### config.mk
export PLATFORM = sky130hd
export DESIGN_NAME = pulse_peak_centroid_unit
export DESIGN_NICKNAME = d
export VERILOG_FILES = /design/src/rtl/ppc_pkg.sv /design/src/rtl/ppc_ram.sv /design/src/rtl/ppc_mac.sv /design/src/rtl/ppc_div.sv /design/src/rtl/pulse_peak_centroid_unit.sv
export SDC_FILE = /design/constraint.sdc
export NUM_CORES = 1
export LEC_CHECK = 0
export BUFFER_PORTS_ARGS = -buffer_cell sky130_fd_sc_hd__clkbuf_2
export CAP_MARGIN = 20
export CORE_MARGIN = 2
export CORE_UTILIZATION = 40
export DETAILED_ROUTE_END_ITERATION = 10
export GPL_TIMING_DRIVEN = 0
export HOLD_SLACK_MARGIN = 0.05
export PLACE_DENSITY_LB_ADDON = 0.05
export SLEW_MARGIN = 20
export SYNTH_ARGS = -nofsm -noshare
export SYNTH_HDL_FRONTEND = slang
export SYNTH_HIERARCHICAL = 1
export SYNTH_SLANG_ARGS = --single-unit
### constraint.sdc
create_clock -name clk -period 11.9 [get_ports clk]
set_clock_uncertainty 0.15 [all_clocks]
set_input_delay 2.38 -clock clk [delete_from_list [all_inputs] [get_ports clk]]
set_output_delay 2.38 -clock clk [all_outputs]
set_load 0.05 [all_outputs]
### src/rtl/ppc_pkg.sv
// Shared widths, codes and state type of the pulse peak centroid unit.
// Depends on nothing; every module of the block but ppc_ram imports it.
`timescale 1ns / 1ps
package ppc_pkg;

	localparam int SAMPLES  = 32;                 // samples in one event
	localparam int IW       = $clog2(SAMPLES);    // sample position width
	localparam int RAWW     = 16;                 // raw ADC word width
	localparam int SW       = 10;                 // reduced sample width
	localparam int WW       = 12;                 // outer weight width
	localparam int PIW      = 5;                  // peak_index port width
	localparam int CQW      = 13;                 // centroid width (Q8)
	localparam int STW      = 2;                  // status width
	localparam int DWW      = WW + SW + 2;        // weighted denominator width
	localparam int NUMW     = IW + DWW + 1;       // numerator width
	localparam int DVW      = NUMW + 8;           // dividend width (numerator times 256)
	localparam int MBU      = (WW > IW) ? WW : IW; // unsigned multiplier operand width
	localparam int MA       = DWW + 1;            // signed multiplier operand width
	localparam int PW       = MA + MBU + 1;       // multiply-add result width

	localparam logic [WW-1:0] OUTER_WEIGHT_RESET = WW'(538);

	typedef enum logic [STW-1:0] {
		STAT_OK   = 2'd0,
		STAT_EDGE = 2'd1,
		STAT_ZERO = 2'd2
	} stat_t;

	typedef enum logic [3:0] {
		ST_COLLECT,
		ST_CHECK,
		ST_RD0,
		ST_RD1,
		ST_RD2,
		ST_RD3,
		ST_SUM,
		ST_MUL_NP,
		ST_DIV_P,
		ST_WAIT_P,
		ST_MUL_T,
		ST_MUL_NW,
		ST_DIV_W,
		ST_WAIT_W,
		ST_DONE
	} ctrl_state_t;

endpackage

### src/rtl/ppc_ram.sv
// Generic single-write, single-read RAM with registered read data.
// Depends on nothing.
`timescale 1ns / 1ps
module ppc_ram #(
	parameter int WIDTH = 10,
	parameter int DEPTH = 32
) (
	input  logic                     clk,
	input  logic                     we,
	input  logic [$clog2(DEPTH)-1:0] waddr,
	input  logic [WIDTH-1:0]         wdata,
	input  logic [$clog2(DEPTH)-1:0] raddr,
	output logic [WIDTH-1:0]         rdata
);

	logic [WIDTH-1:0] mem [DEPTH];

	always_ff @(posedge clk) begin
		if (we) begin
			mem[waddr] <= wdata;
		end
		rdata <= mem[raddr];
	end

endmodule

### src/rtl/ppc_mac.sv
// Shared multiply-add unit: signed a times unsigned b plus signed c, registered.
// Depends on ppc_pkg for operand widths.
`timescale 1ns / 1ps
module ppc_mac (
	input  logic                        clk,
	input  logic signed [ppc_pkg::MA-1:0] a,
	input  logic [ppc_pkg::MBU-1:0]     b,
	input  logic signed [ppc_pkg::PW-1:0] c,
	output logic signed [ppc_pkg::PW-1:0] p_q
);
	import ppc_pkg::*;

	logic signed [MBU:0] b_s;

	assign b_s = $signed({1'b0, b});

	always_ff @(posedge clk) begin
		p_q <= PW'(a * b_s) + c;
	end

endmodule

### src/rtl/ppc_div.sv
// Iterative restoring divider, one quotient bit per cycle, saturating quotient.
// Depends on ppc_pkg for dividend, divisor and quotient widths.
`timescale 1ns / 1ps
module ppc_div (
	input  logic                  clk,
	input  logic                  arst_n,
	input  logic                  go,
	input  logic [ppc_pkg::DVW-1:0] num,
	input  logic [ppc_pkg::DWW-1:0] den,
	output logic                  done,
	output logic [ppc_pkg::CQW-1:0] quo
);
	import ppc_pkg::*;

	localparam int CNTW = $clog2(CQW);

	logic             busy_q;
	logic             done_q;
	logic [CNTW-1:0]  cnt_q;
	logic [DWW:0]     rem_q;
	logic [CQW-1:0]   low_q;
	logic [CQW-1:0]   quo_q;
	logic [DWW-1:0]   den_q;
	logic [DWW:0]     trial;
	logic             fits;
	logic             ovf;

	// The quotient would not fit when the dividend reaches den * 2^CQW.
	assign ovf   = ({1'b0, num} >= ((DVW+1)'(den) << CQW));
	assign trial = {rem_q[DWW-1:0], low_q[CQW-1]};
	assign fits  = (trial >= {1'b0, den_q});

	always_ff @(posedge clk or negedge arst_n) begin
		if (!arst_n) begin
			busy_q <= 1'b0;
			done_q <= 1'b0;
			cnt_q  <= '0;
		end else begin
			done_q <= 1'b0;
			if (go) begin
				busy_q <= !ovf;
				done_q <= ovf;
				cnt_q  <= '0;
			end else if (busy_q) begin
				cnt_q <= cnt_q + CNTW'(1);
				if (cnt_q == CNTW'(CQW - 1)) begin
					busy_q <= 1'b0;
					done_q <= 1'b1;
				end
			end
		end
	end

	always_ff @(posedge clk) begin
		if (go) begin
			den_q <= den;
			rem_q <= (DWW+1)'(num >> CQW);
			low_q <= num[CQW-1:0];
			quo_q <= ovf ? {CQW{1'b1}} : '0;
		end else if (busy_q) begin
			rem_q <= fits ? (trial - {1'b0, den_q}) : trial;
			low_q <= {low_q[CQW-2:0], 1'b0};
			quo_q <= {quo_q[CQW-2:0], fits};
		end
	end

	assign done = done_q;
	assign quo  = quo_q;

endmodule

### src/rtl/pulse_peak_centroid_unit.sv
// Top level of the pulse peak centroid unit: sample capture, peak tracking and sequencer.
// Depends on ppc_pkg, ppc_ram, ppc_mac and ppc_div.
`timescale 1ns / 1ps
// How to use this block:
// Each event is SAMPLES raw ADC words. A word is taken as one beat at a rising edge where
// start is high and busy is low; bits 11..2 of raw_word form the 10-bit sample that is
// stored and compared against the running peak. While an event is being collected busy
// stays low, so one word can be taken every cycle.
// After the last word of an event busy rises and a small sequencer works out the result.
// It reads the peak and its two neighbors from the sample RAM, adds up the plain sums,
// forms the weighted sum and the numerators with one shared multiply-add unit, and runs
// both divisions through one shared restoring divider that yields one quotient bit per
// cycle. An edge peak goes from ST_CHECK straight to ST_DONE; a full computation also
// runs the reads, the multiply-adds and the two 13-step divisions.
// The result beat appears for exactly one cycle with done high; the receiver cannot
// stall it, so it must take the beat in that cycle. busy falls in the cycle after.
// The outer weight register is written over the cfg channel, which is always ready; it
// should only be written while no event is in flight.
// Reset clears the sample counter, the peak tracker and the sequencer and loads the
// outer weight with its default of 538 (about 2.1 in Q8). The sample RAM is not cleared:
// only entries of the current event are ever read.
module pulse_peak_centroid_unit (
	input  logic                    clk,
	input  logic                    arst_n,
	input  logic                    start,
	output logic                    busy,
	input  logic [ppc_pkg::RAWW-1:0] raw_word,
	input  logic                    cfg_valid,
	output logic                    cfg_ready,
	input  logic [ppc_pkg::WW-1:0]  cfg_data,
	output logic                    done,
	output logic [ppc_pkg::SW-1:0]  peak_value,
	output logic [ppc_pkg::PIW-1:0] peak_index,
	output logic [ppc_pkg::CQW-1:0] centroid_q8,
	output logic [ppc_pkg::CQW-1:0] weighted_centroid_q8,
	output logic [ppc_pkg::STW-1:0] status
);
	import ppc_pkg::*;

	ctrl_state_t state_q, state_d;

	// Configuration and event collection.
	logic [WW-1:0]  w_q;
	logic [IW-1:0]  count_q;
	logic [SW-1:0]  peak_q;
	logic [IW-1:0]  place_q;
	logic [SW-1:0]  sample;
	logic           accept;
	logic           last;

	// Neighborhood values and intermediate results.
	logic [SW-1:0]        f1_q;
	logic [SW-1:0]        f2_q;
	logic [SW+1:0]        den_p_q;
	logic [SW:0]          s13_q;
	logic signed [SW:0]   diff_q;
	logic [DWW-1:0]       den_w_q;
	logic [CQW-1:0]       cp_q;
	logic [CQW-1:0]       cw_q;
	stat_t                status_q;
	logic                 edge_peak;

	// Shared unit interfaces.
	logic [IW-1:0]          raddr;
	logic [SW-1:0]          rdata;
	logic signed [MA-1:0]   mac_a;
	logic [MBU-1:0]         mac_b;
	logic signed [PW-1:0]   mac_c;
	logic signed [PW-1:0]   mac_q;
	logic                   div_go;
	logic [DVW-1:0]         div_num;
	logic [DWW-1:0]         div_den;
	logic                   div_done;
	logic [CQW-1:0]         div_quo;

	assign sample    = raw_word[11:2];
	assign busy      = (state_q != ST_COLLECT);
	assign accept    = start && !busy;
	assign last      = (count_q == IW'(SAMPLES - 1));
	assign cfg_ready = 1'b1;
	assign edge_peak = (place_q == '0) || (place_q == IW'(SAMPLES - 1));

	// The configuration register.
	always_ff @(posedge clk or negedge arst_n) begin
		if (!arst_n) begin
			w_q <= OUTER_WEIGHT_RESET;
		end else if (cfg_valid && cfg_ready) begin
			w_q <= cfg_data;
		end
	end

	// Sample counter and first-maximum tracker. The first sample of an event restarts
	// the peak, and a later sample only wins when it is strictly larger.
	always_ff @(posedge clk or negedge arst_n) begin
		if (!arst_n) begin
			count_q <= '0;
			peak_q  <= '0;
			place_q <= '0;
		end else if (accept) begin
			count_q <= last ? '0 : count_q + IW'(1);
			if (count_q == '0) begin
				peak_q  <= sample;
				place_q <= '0;
			end else if (sample > peak_q) begin
				peak_q  <= sample;
				place_q <= count_q;
			end
		end
	end

	ppc_ram #(
		.WIDTH (SW),
		.DEPTH (SAMPLES)
	) u_store (
		.clk   (clk),
		.we    (accept),
		.waddr (count_q),
		.wdata (sample),
		.raddr (raddr),
		.rdata (rdata)
	);

	ppc_mac u_mac (
		.clk (clk),
		.a   (mac_a),
		.b   (mac_b),
		.c   (mac_c),
		.p_q (mac_q)
	);

	ppc_div u_div (
		.clk    (clk),
		.arst_n (arst_n),
		.go     (div_go),
		.num    (div_num),
		.den    (div_den),
		.done   (div_done),
		.quo    (div_quo)
	);

	always_ff @(posedge clk or negedge arst_n) begin
		if (!arst_n) begin
			state_q <= ST_COLLECT;
		end else begin
			state_q <= state_d;
		end
	end

	// Next-state logic of the sequencer.
	always_comb begin
		state_d = state_q;
		unique case (state_q)
			ST_COLLECT: begin
				if (accept && last) begin
					state_d = ST_CHECK;
				end
			end
			ST_CHECK:  state_d = edge_peak ? ST_DONE : ST_RD0;
			ST_RD0:    state_d = ST_RD1;
			ST_RD1:    state_d = ST_RD2;
			ST_RD2:    state_d = ST_RD3;
			ST_RD3:    state_d = ST_SUM;
			ST_SUM:    state_d = (den_p_q == '0) ? ST_DONE : ST_MUL_NP;
			ST_MUL_NP: state_d = ST_DIV_P;
			ST_DIV_P:  state_d = ST_WAIT_P;
			ST_WAIT_P: begin
				if (div_done) begin
					state_d = (den_w_q == '0) ? ST_DONE : ST_MUL_T;
				end
			end
			ST_MUL_T:  state_d = ST_MUL_NW;
			ST_MUL_NW: state_d = ST_DIV_W;
			ST_DIV_W:  state_d = ST_WAIT_W;
			ST_WAIT_W: begin
				if (div_done) begin
					state_d = ST_DONE;
				end
			end
			ST_DONE:   state_d = ST_COLLECT;
			default:   state_d = ST_COLLECT;
		endcase
	end

	// Operand selection for the RAM read port, the multiply-add unit and the divider.
	// Plain:    den = f1+f2+f3,            num = p*den + (f3-f1)
	// Weighted: den = w*(f1+f3) + 256*f2,  num = p*den + w*(f3-f1)
	always_comb begin
		raddr   = place_q;
		mac_a   = '0;
		mac_b   = '0;
		mac_c   = '0;
		div_go  = 1'b0;
		div_num = {NUMW'(mac_q), 8'd0};
		div_den = DWW'(den_p_q);
		unique case (state_q)
			ST_RD0: raddr = place_q - IW'(1);
			ST_RD1: raddr = place_q;
			ST_RD2: raddr = place_q + IW'(1);
			ST_SUM: begin
				mac_a = $signed(MA'(s13_q));
				mac_b = MBU'(w_q);
				mac_c = $signed(PW'({f2_q, 8'd0}));
			end
			ST_MUL_NP: begin
				mac_a = $signed(MA'(den_p_q));
				mac_b = MBU'(place_q);
				mac_c = PW'(diff_q);
			end
			ST_DIV_P: begin
				div_go  = 1'b1;
				div_den = DWW'(den_p_q);
			end
			ST_MUL_T: begin
				mac_a = MA'(diff_q);
				mac_b = MBU'(w_q);
			end
			ST_MUL_NW: begin
				mac_a = $signed(MA'(den_w_q));
				mac_b = MBU'(place_q);
				mac_c = mac_q;
			end
			ST_DIV_W: begin
				div_go  = 1'b1;
				div_den = den_w_q;
			end
			default: begin
				raddr = place_q;
			end
		endcase
	end

	// Datapath registers written step by step.
	always_ff @(posedge clk) begin
		unique case (state_q)
			ST_CHECK: begin
				status_q <= edge_peak ? STAT_EDGE : STAT_OK;
				cp_q     <= '0;
				cw_q     <= '0;
			end
			ST_RD1: f1_q <= rdata;
			ST_RD2: f2_q <= rdata;
			ST_RD3: begin
				den_p_q <= (SW+2)'(f1_q) + (SW+2)'(f2_q) + (SW+2)'(rdata);
				s13_q   <= (SW+1)'(f1_q) + (SW+1)'(rdata);
				diff_q  <= $signed((SW+1)'(rdata)) - $signed((SW+1)'(f1_q));
			end
			ST_SUM: begin
				if (den_p_q == '0) begin
					status_q <= STAT_ZERO;
				end
			end
			ST_MUL_NP: den_w_q <= DWW'(mac_q);
			ST_WAIT_P: begin
				if (div_done) begin
					// A zero weighted denominator voids the plain centroid as well.
					if (den_w_q == '0) begin
						status_q <= STAT_ZERO;
					end else begin
						cp_q <= div_quo;
					end
				end
			end
			ST_WAIT_W: begin
				if (div_done) begin
					cw_q <= div_quo;
				end
			end
			default: begin
				f1_q <= f1_q;
			end
		endcase
	end

	assign done                 = (state_q == ST_DONE);
	assign peak_value           = peak_q;
	assign peak_index           = PIW'(place_q);
	assign centroid_q8          = cp_q;
	assign weighted_centroid_q8 = cw_q;
	assign status               = status_q;

endmodule

==> summary.md, run 1 <==
| Metric | Value |
|---|---|
| Core ar. | `between 0.09 and 0.1 mm^2` |
| CTS Hold Buffers Added | `0` |
| Startpoint Class | `register` |
| Placed Area | `0.0387 mm^2` |
| Critical Path AT | `9.33 ns` |
| Final slew viol count | `0` |
| Mapped Cells | `slightly above 3k` |
| Num CTS Buffers | `between 60 and 70` |
| Buffers plus inverters on the worst setup path | `7` |
| Setup bufs post-CTS | `0` |
| Worst vdd rail ir drop | `0.173 mV` |
| Initial Util | `40.2%` |
| Nets | `about 3.7k` |
| Slowest cell on crit path | `clkbuf_1` |
| Clk slew on worst S/H paths | `~0.060 ns` |
| Post-CTS sizing | `0` |
| Status | `finished clean` |
| Crit share post-route | `74.8%` |
| Worst EP required | `approximately 12 ns` |
| Clock latency on the worst-skew pair | `0.63 ns` |
| Vias | `between 20k and 25k` |
| Max Fclk | `0.112 GHz` |
| Pre-CTS WS | `2.88 ns` |
| Placed insts | `4394` |
| Drt drc | `0` |
| Root buffer cell | `clkbuf_16` |
| PnR worst setup slack | `2.99 ns` |
| # clock sinks | `581` |
| Largest net degree at the start of global routing | `51` |
| I/O pins | `78` |
| Worst slew pin tran | `roughly 1.1 ns` |
| Yosys warning total | `6` |
| First-pass GRT wire length | `153000 um` |
| Diodes inserted | `0` |
| Leakage | `17.2 nW` |
| Bufs on Longest Clock Path | `3` |
| Final Hold Viols | `0` |
| Share of cells above drive strength 1 | `9.15%` |
| Antenna Violating Nets Remaining | `0` |
| Grt total ovfl | `0` |
| Design Area, Final | `roughly 0.04 mm^2` |
| TritonCTS clock tree | `yes` |
| Row cnt | `111` |
| Slew HR | `28.3%` |
| Die Wd | `a little over 300 um` |
| Post-route insts no fill | `around 4.5k` |
| Gpl congestion | `approximately 0.90` |
| Post-layout util | `44.7%` |
| Die Height | `307 um` |
| Final wirelength | `101000 um` |
| Pwr Density | `approximately 250 mW/mm^2` |
| P&R area growth vs syn | `11.4%` |
| Crit-path max FO | `10` |
| Drt via density | `5.23` |
| Crit Path Class | `register to register` |
| # H-tree levels | `3` |
| CP most frequent cell | `fa_1` |
| DP HPWL | `77300 um` |
| RSZ-0062 raised after global routing | `false` |
| Initial DRC count | `1344` |
| Final setup violation count | `0` |
| Number of global-route vias before repair | `24.8k` |
| Number of port buffers | `70` |
| Initial antenna violation count | `1` |
| Max-cap violation count | `0` |
| Synth Cell Area | `0.0367 mm^2` |
| HP Class | `register to register` |
| Wire length per cell | `22.3 um` |
| Mean Syn Cell Area | `11.8 um^2` |
| DR pass1 iterations | `5` |
| Top delay family on crit path | `adder cells` |
| Die Area | `0.0942 mm^2` |
| Setup TNS | `0 ns` |
| GRT Total Usage | `21.7%` |
| Period minus WS final | `8.91 ns` |
| Endpoint class of the critical path | `register` |
| CP max stage delay | `about 0.64 ns` |
-- sequential cells by signal, indices dropped and copies added, names as in the netlist, 13 cells and up --
| signal | cells |
|---|---|
| u_div/den_q | 24 |
| u_store/mem | 320 |
| u_div/rem_q | 24 |
| den_w_q | 24 |
| u_mac/p_q | 30 |
| u_div/quo | 13 |
| weighted_centroid_q8 | 13 |
| u_div/low_q | 13 |
| centroid_q8 | 13 |
-- cells in the final DEF (no fill, tap or decap), types with 17 or more instances in the layout --
cell type / instances
xor2_1: 23
clkbuf_1: 111
ha_1: 172
dfrtp_1: 38
mux2i_1: 181
clkbuf_2: 70
a22o_1: 36
nor3_1: 17
nand3_1: 48
fa_1: 266
nor2b_1: 17
buf_2: 19
inv_1: 428
clkbuf_16: 72
nand4_1: 23
o21ai_0: 46
nand2_1: 291
nor2_1: 114
and2_1: 190
edfxtp_1: 499
a22oi_1: 71
a21o_1: 35
conb_1: 17
o21a_1: 22
mux2_2: 42
a31oi_1: 18
dfxtp_1: 40
xnor2_1: 46
a21oi_1: 110
-- power breakdown --
| part | switching, mW | total [mW] | internal [mW] |
|---|---|---|---|
| combinational | 3.22 | 5.16 | 1.94 |
| sequential | 0.283 | 3.02 | 2.74 |
| clock | 0.822 | 2.00 | 1.18 |
-- final cells by class --
| type | instances | area [um^2] |
|---|---|---|
| well taps | 1186 | 1480 |
| clock buffers | 98 | 1940 |
| clock inverters | 27 | 218 |
| flip-flops and latches | 581 | 16800 |
| plain buffers | 140 | 791 |
| repair buffers | 75 | 438 |
| fillers | 8548 | 50500 |
| multi-input cells | 1982 | 17600 |
| inverters | 430 | 1610 |
-- final timing paths --
path                                 start            end  slack (ns)  depth (start not counted)
max in group asynchronous           arst_n     u_div/done        9.41                          1
worst min register to register      w_q[8]         w_q[8]        0.35                          1
min in group asynchronous           arst_n  peak_index[1]        1.70                          1
worst min-delay path                w_q[8]         w_q[8]        0.35                          1
worst max-delay path            state_q[3]  u_mac/p_q[24]        2.99                         26
worst max register to register  state_q[3]  u_mac/p_q[24]        2.99                         26
-- per-stage QoR --
stage                     power (mW)  hold slack (ns)
after global placement          8.17            0.341
final                           10.2            0.349
after detailed placement        8.25            0.343
after CTS                       10.3            0.354
after global routing            10.8            0.376
after floorplan                 6.58            0.297
-- worst reg2reg max path: cells and delay by family, from the launching register on --
family	cells	cell delay (ns)
flip-flops	1	0.41
AND/OR/NAND/NOR	4	0.92
adder cells (fa/ha/maj)	7	3.21
AO/OA/AOI/OAI	8	2.61
buffers and inverters	7	1.55
-- metal layers --
metal / vias to the layer above / global-route usage [%] / share of wire, %
li1: 10995 / - / -
met1: 12022 / 26.7 / 41
met2: 484 / 38.9 / 52
met3: 150 / 2.87 / 3.8
met4: 0 / 7.52 / 3.2
met5: - / 0 / 0
(Power assumes the default switching activity.)
==> run 2: changes to the inputs <==
==> constraint.sdc (replaced) <==
create_clock -name clk -period 9.1 [get_ports clk]
set_clock_uncertainty 0.15 [all_clocks]
set_input_delay 1.82 -clock clk [delete_from_list [all_inputs] [get_ports clk]]
set_output_delay 1.82 -clock clk [all_outputs]
set_load 0.05 [all_outputs]
==> summary.md, run 2 (synthesized netlist as in run 1, its figures left out) <==
| Metric | Value |
|---|---|
| Final wirelength | `101000 um` |
| Worst vdd rail ir drop | `0.226 mV` |
| Reg-to-reg slack, setup | `0.40 ns` |
| Placed Area | `0.0387 mm^2` |
| # clock sinks | `around 580` |
| Post-CTS sizing | `0` |
| # H-tree levels | `3` |
| Design Area, Final | `0.0409 mm^2` |
| Clock latency on the worst-skew pair | `0.63 ns` |
| Routing usage on met3 | `2.87%` |
| Slew HR | `28.8%` |
| Core ar. | `slightly above 0.09 mm^2` |
| Register-to-Register Path Depth | `26` |
| GRT Total Usage | `between 20% and 30%` |
| Biggest regs | `u_store/mem: 320 flops, u_mac/p_q: 30 flops` |
| Final slew viol count | `0` |
| Die Height | `307 um` |
| Worst setup endpoint | `u_mac/p_q[24]` |
| CTS Hold Buffers Added | `0` |
| Setup bufs post-CTS | `0` |
| RSZ-0062 raised after global routing | `false` |
| Status | `finished clean` |
| Setup crit start | `state_q[3]` |
| Initial antenna violation count | `1` |
| Critical Path AT | `9.12 ns` |
| Crit-path max FO | `10` |
| Drt via density | `5.23` |
| I/O pins | `78` |
| Vias | `23.7k` |
| Crit share post-route | `95.6%` |
| Max-cap violation count | `0` |
| Max reg flops | `320` |
| Routing usage on met1 | `26.7%` |
| Row cnt | `111` |
| Final Hold Viols | `0` |
| Final setup violation count | `0` |
| Number of port buffers | `70` |
| Antenna Violating Nets Remaining | `0` |
| TritonCTS clock tree | `yes` |
| Initial DRC count | `between 1k and 1.5k` |
| Leakage | `17.2 nW` |
| Placed insts | `4394` |
| RR Startpoint | `state_q[3]` |
| Endpoint class of the critical path | `register` |
| Largest register by flop count | `u_store/mem` |
| Grt met2 use | `38.9%` |
| Grt total ovfl | `0` |
| Diodes inserted | `0` |
| Post-route insts no fill | `4519` |
| Drt drc | `0` |
| Most common cell after layout, fill and taps aside | `edfxtp_1` |
| Pwr Density | `326 mW/mm^2` |
| Commonest cells after routing, fill and taps aside | `edfxtp_1 (499), inv_1 (428), nand2_1 (291)` |
| Bufs on Longest Clock Path | `3` |
| Gpl congestion | `0.899` |
| Worst slew pin tran | `around 1.1 ns` |
| First-pass GRT wire length | `~150000 um` |
| Nets | `3749` |
| Share of cells above drive strength 1 | `9.36%` |
| Number of global-route vias before repair | `between 20k and 25k` |
| Root buffer cell | `clkbuf_16` |
| Period minus WS final | `8.70 ns` |
| DR pass1 iterations | `5` |
| P&R area growth vs syn | `11.4%` |
| Crit Path Class | `register to register` |
| Startpoint Class | `register` |
| Die Area | `0.0942 mm^2` |
| HP Class | `register to register` |
| DP HPWL | `~77000 um` |
| R2r endpoint | `u_mac/p_q[24]` |
| Worst EP required | `9.52 ns` |
| Largest net degree at the start of global routing | `51` |
| Die Wd | `307 um` |
| Global routing's busiest layer | `met2` |
| Initial Util | `40.2%` |
| Clk slew on worst S/H paths | `0.06 ns` |
| Num CTS Buffers | `just under 70` |
| Max Fclk | `0.115 GHz` |
| Wire length per cell | `22.3 um` |
==> run 2: area by class of cell <==
cell class | instances | area [um^2]
inverter | 430 | 1610
buffer | 140 | 797
fill | 8550 | 50500
sequential | 581 | 16800
timing repair buffer | 75 | 438
tap | 1186 | 1480
clock inverter | 27 | 218
clock buffer | 98 | 1940
multi-input combinational | 1982 | 17600
==> run 2: worst max-delay path: stages, from the launching register on <==
cell and delay, ns:
dfrtp_1 0.41, nand2b_1 0.15, clkbuf_1 0.23, a21oi_1 0.49
clkbuf_1 0.37, a22o_1 0.58, clkbuf_2 0.44, and2_1 0.21
fa_1 0.42, inv_1 0.09, fa_1 0.40, inv_1 0.09
fa_1 0.43, fa_1 0.49, fa_1 0.64, inv_1 0.08
fa_1 0.51, inv_1 0.05, ha_1 0.32, and4_1 0.23
a221o_1 0.33, a211oi_2 0.38, a21oi_1 0.17, a31oi_1 0.33
o311ai_1 0.20, nor4b_1 0.29, a211o_1 0.15
==> run 2: where the power goes <==
group	internal [mW]	leakage (nW)	switching (mW)
registers	3.58	5.39	0.371
clock network	1.55	1.05	1.07
logic	2.54	10.7	4.21
==> run 2: stage by stage <==
| stage | total power, mW | worst slack (ns) | util [%] | hold slack, ns | TNS, ns |
|---|---|---|---|---|---|
| after floorplan | 8.60 | 1.39 | - | 0.297 | 0 |
| after global placement | 10.7 | -0.549 | 42.3 | 0.341 | -2.71 |
| after detailed placement | 10.8 | 0.0793 | 42.4 | 0.343 | 0 |
| after CTS | 13.5 | 0.0252 | 44.7 | 0.354 | 0 |
| after global routing | 14.1 | 0.0223 | 44.8 | 0.376 | 0 |
| final | 13.3 | 0.404 | 44.8 | 0.349 | 0 |
==> run 2: worst min path at each step <==
stage / start / to / cells past startpoint / slack [ns]
floorplan: u_mac/p_q[3] / den_w_q[3] / 0 / 0.30
global placement: w_q[6] / w_q[6] / 1 / 0.34
detailed placement: w_q[6] / w_q[6] / 1 / 0.34
CTS: w_q[8] / w_q[8] / 1 / 0.35
global route: w_q[6] / w_q[6] / 1 / 0.38
finish: w_q[8] / w_q[8] / 1 / 0.35
==> run 2: metal layers <==
metal,vias to the layer above,routed length [um]
met2,500,52300
met4,0,3200
li1,10995,-
met1,12011,41700
met3,144,3840
met5,-,0
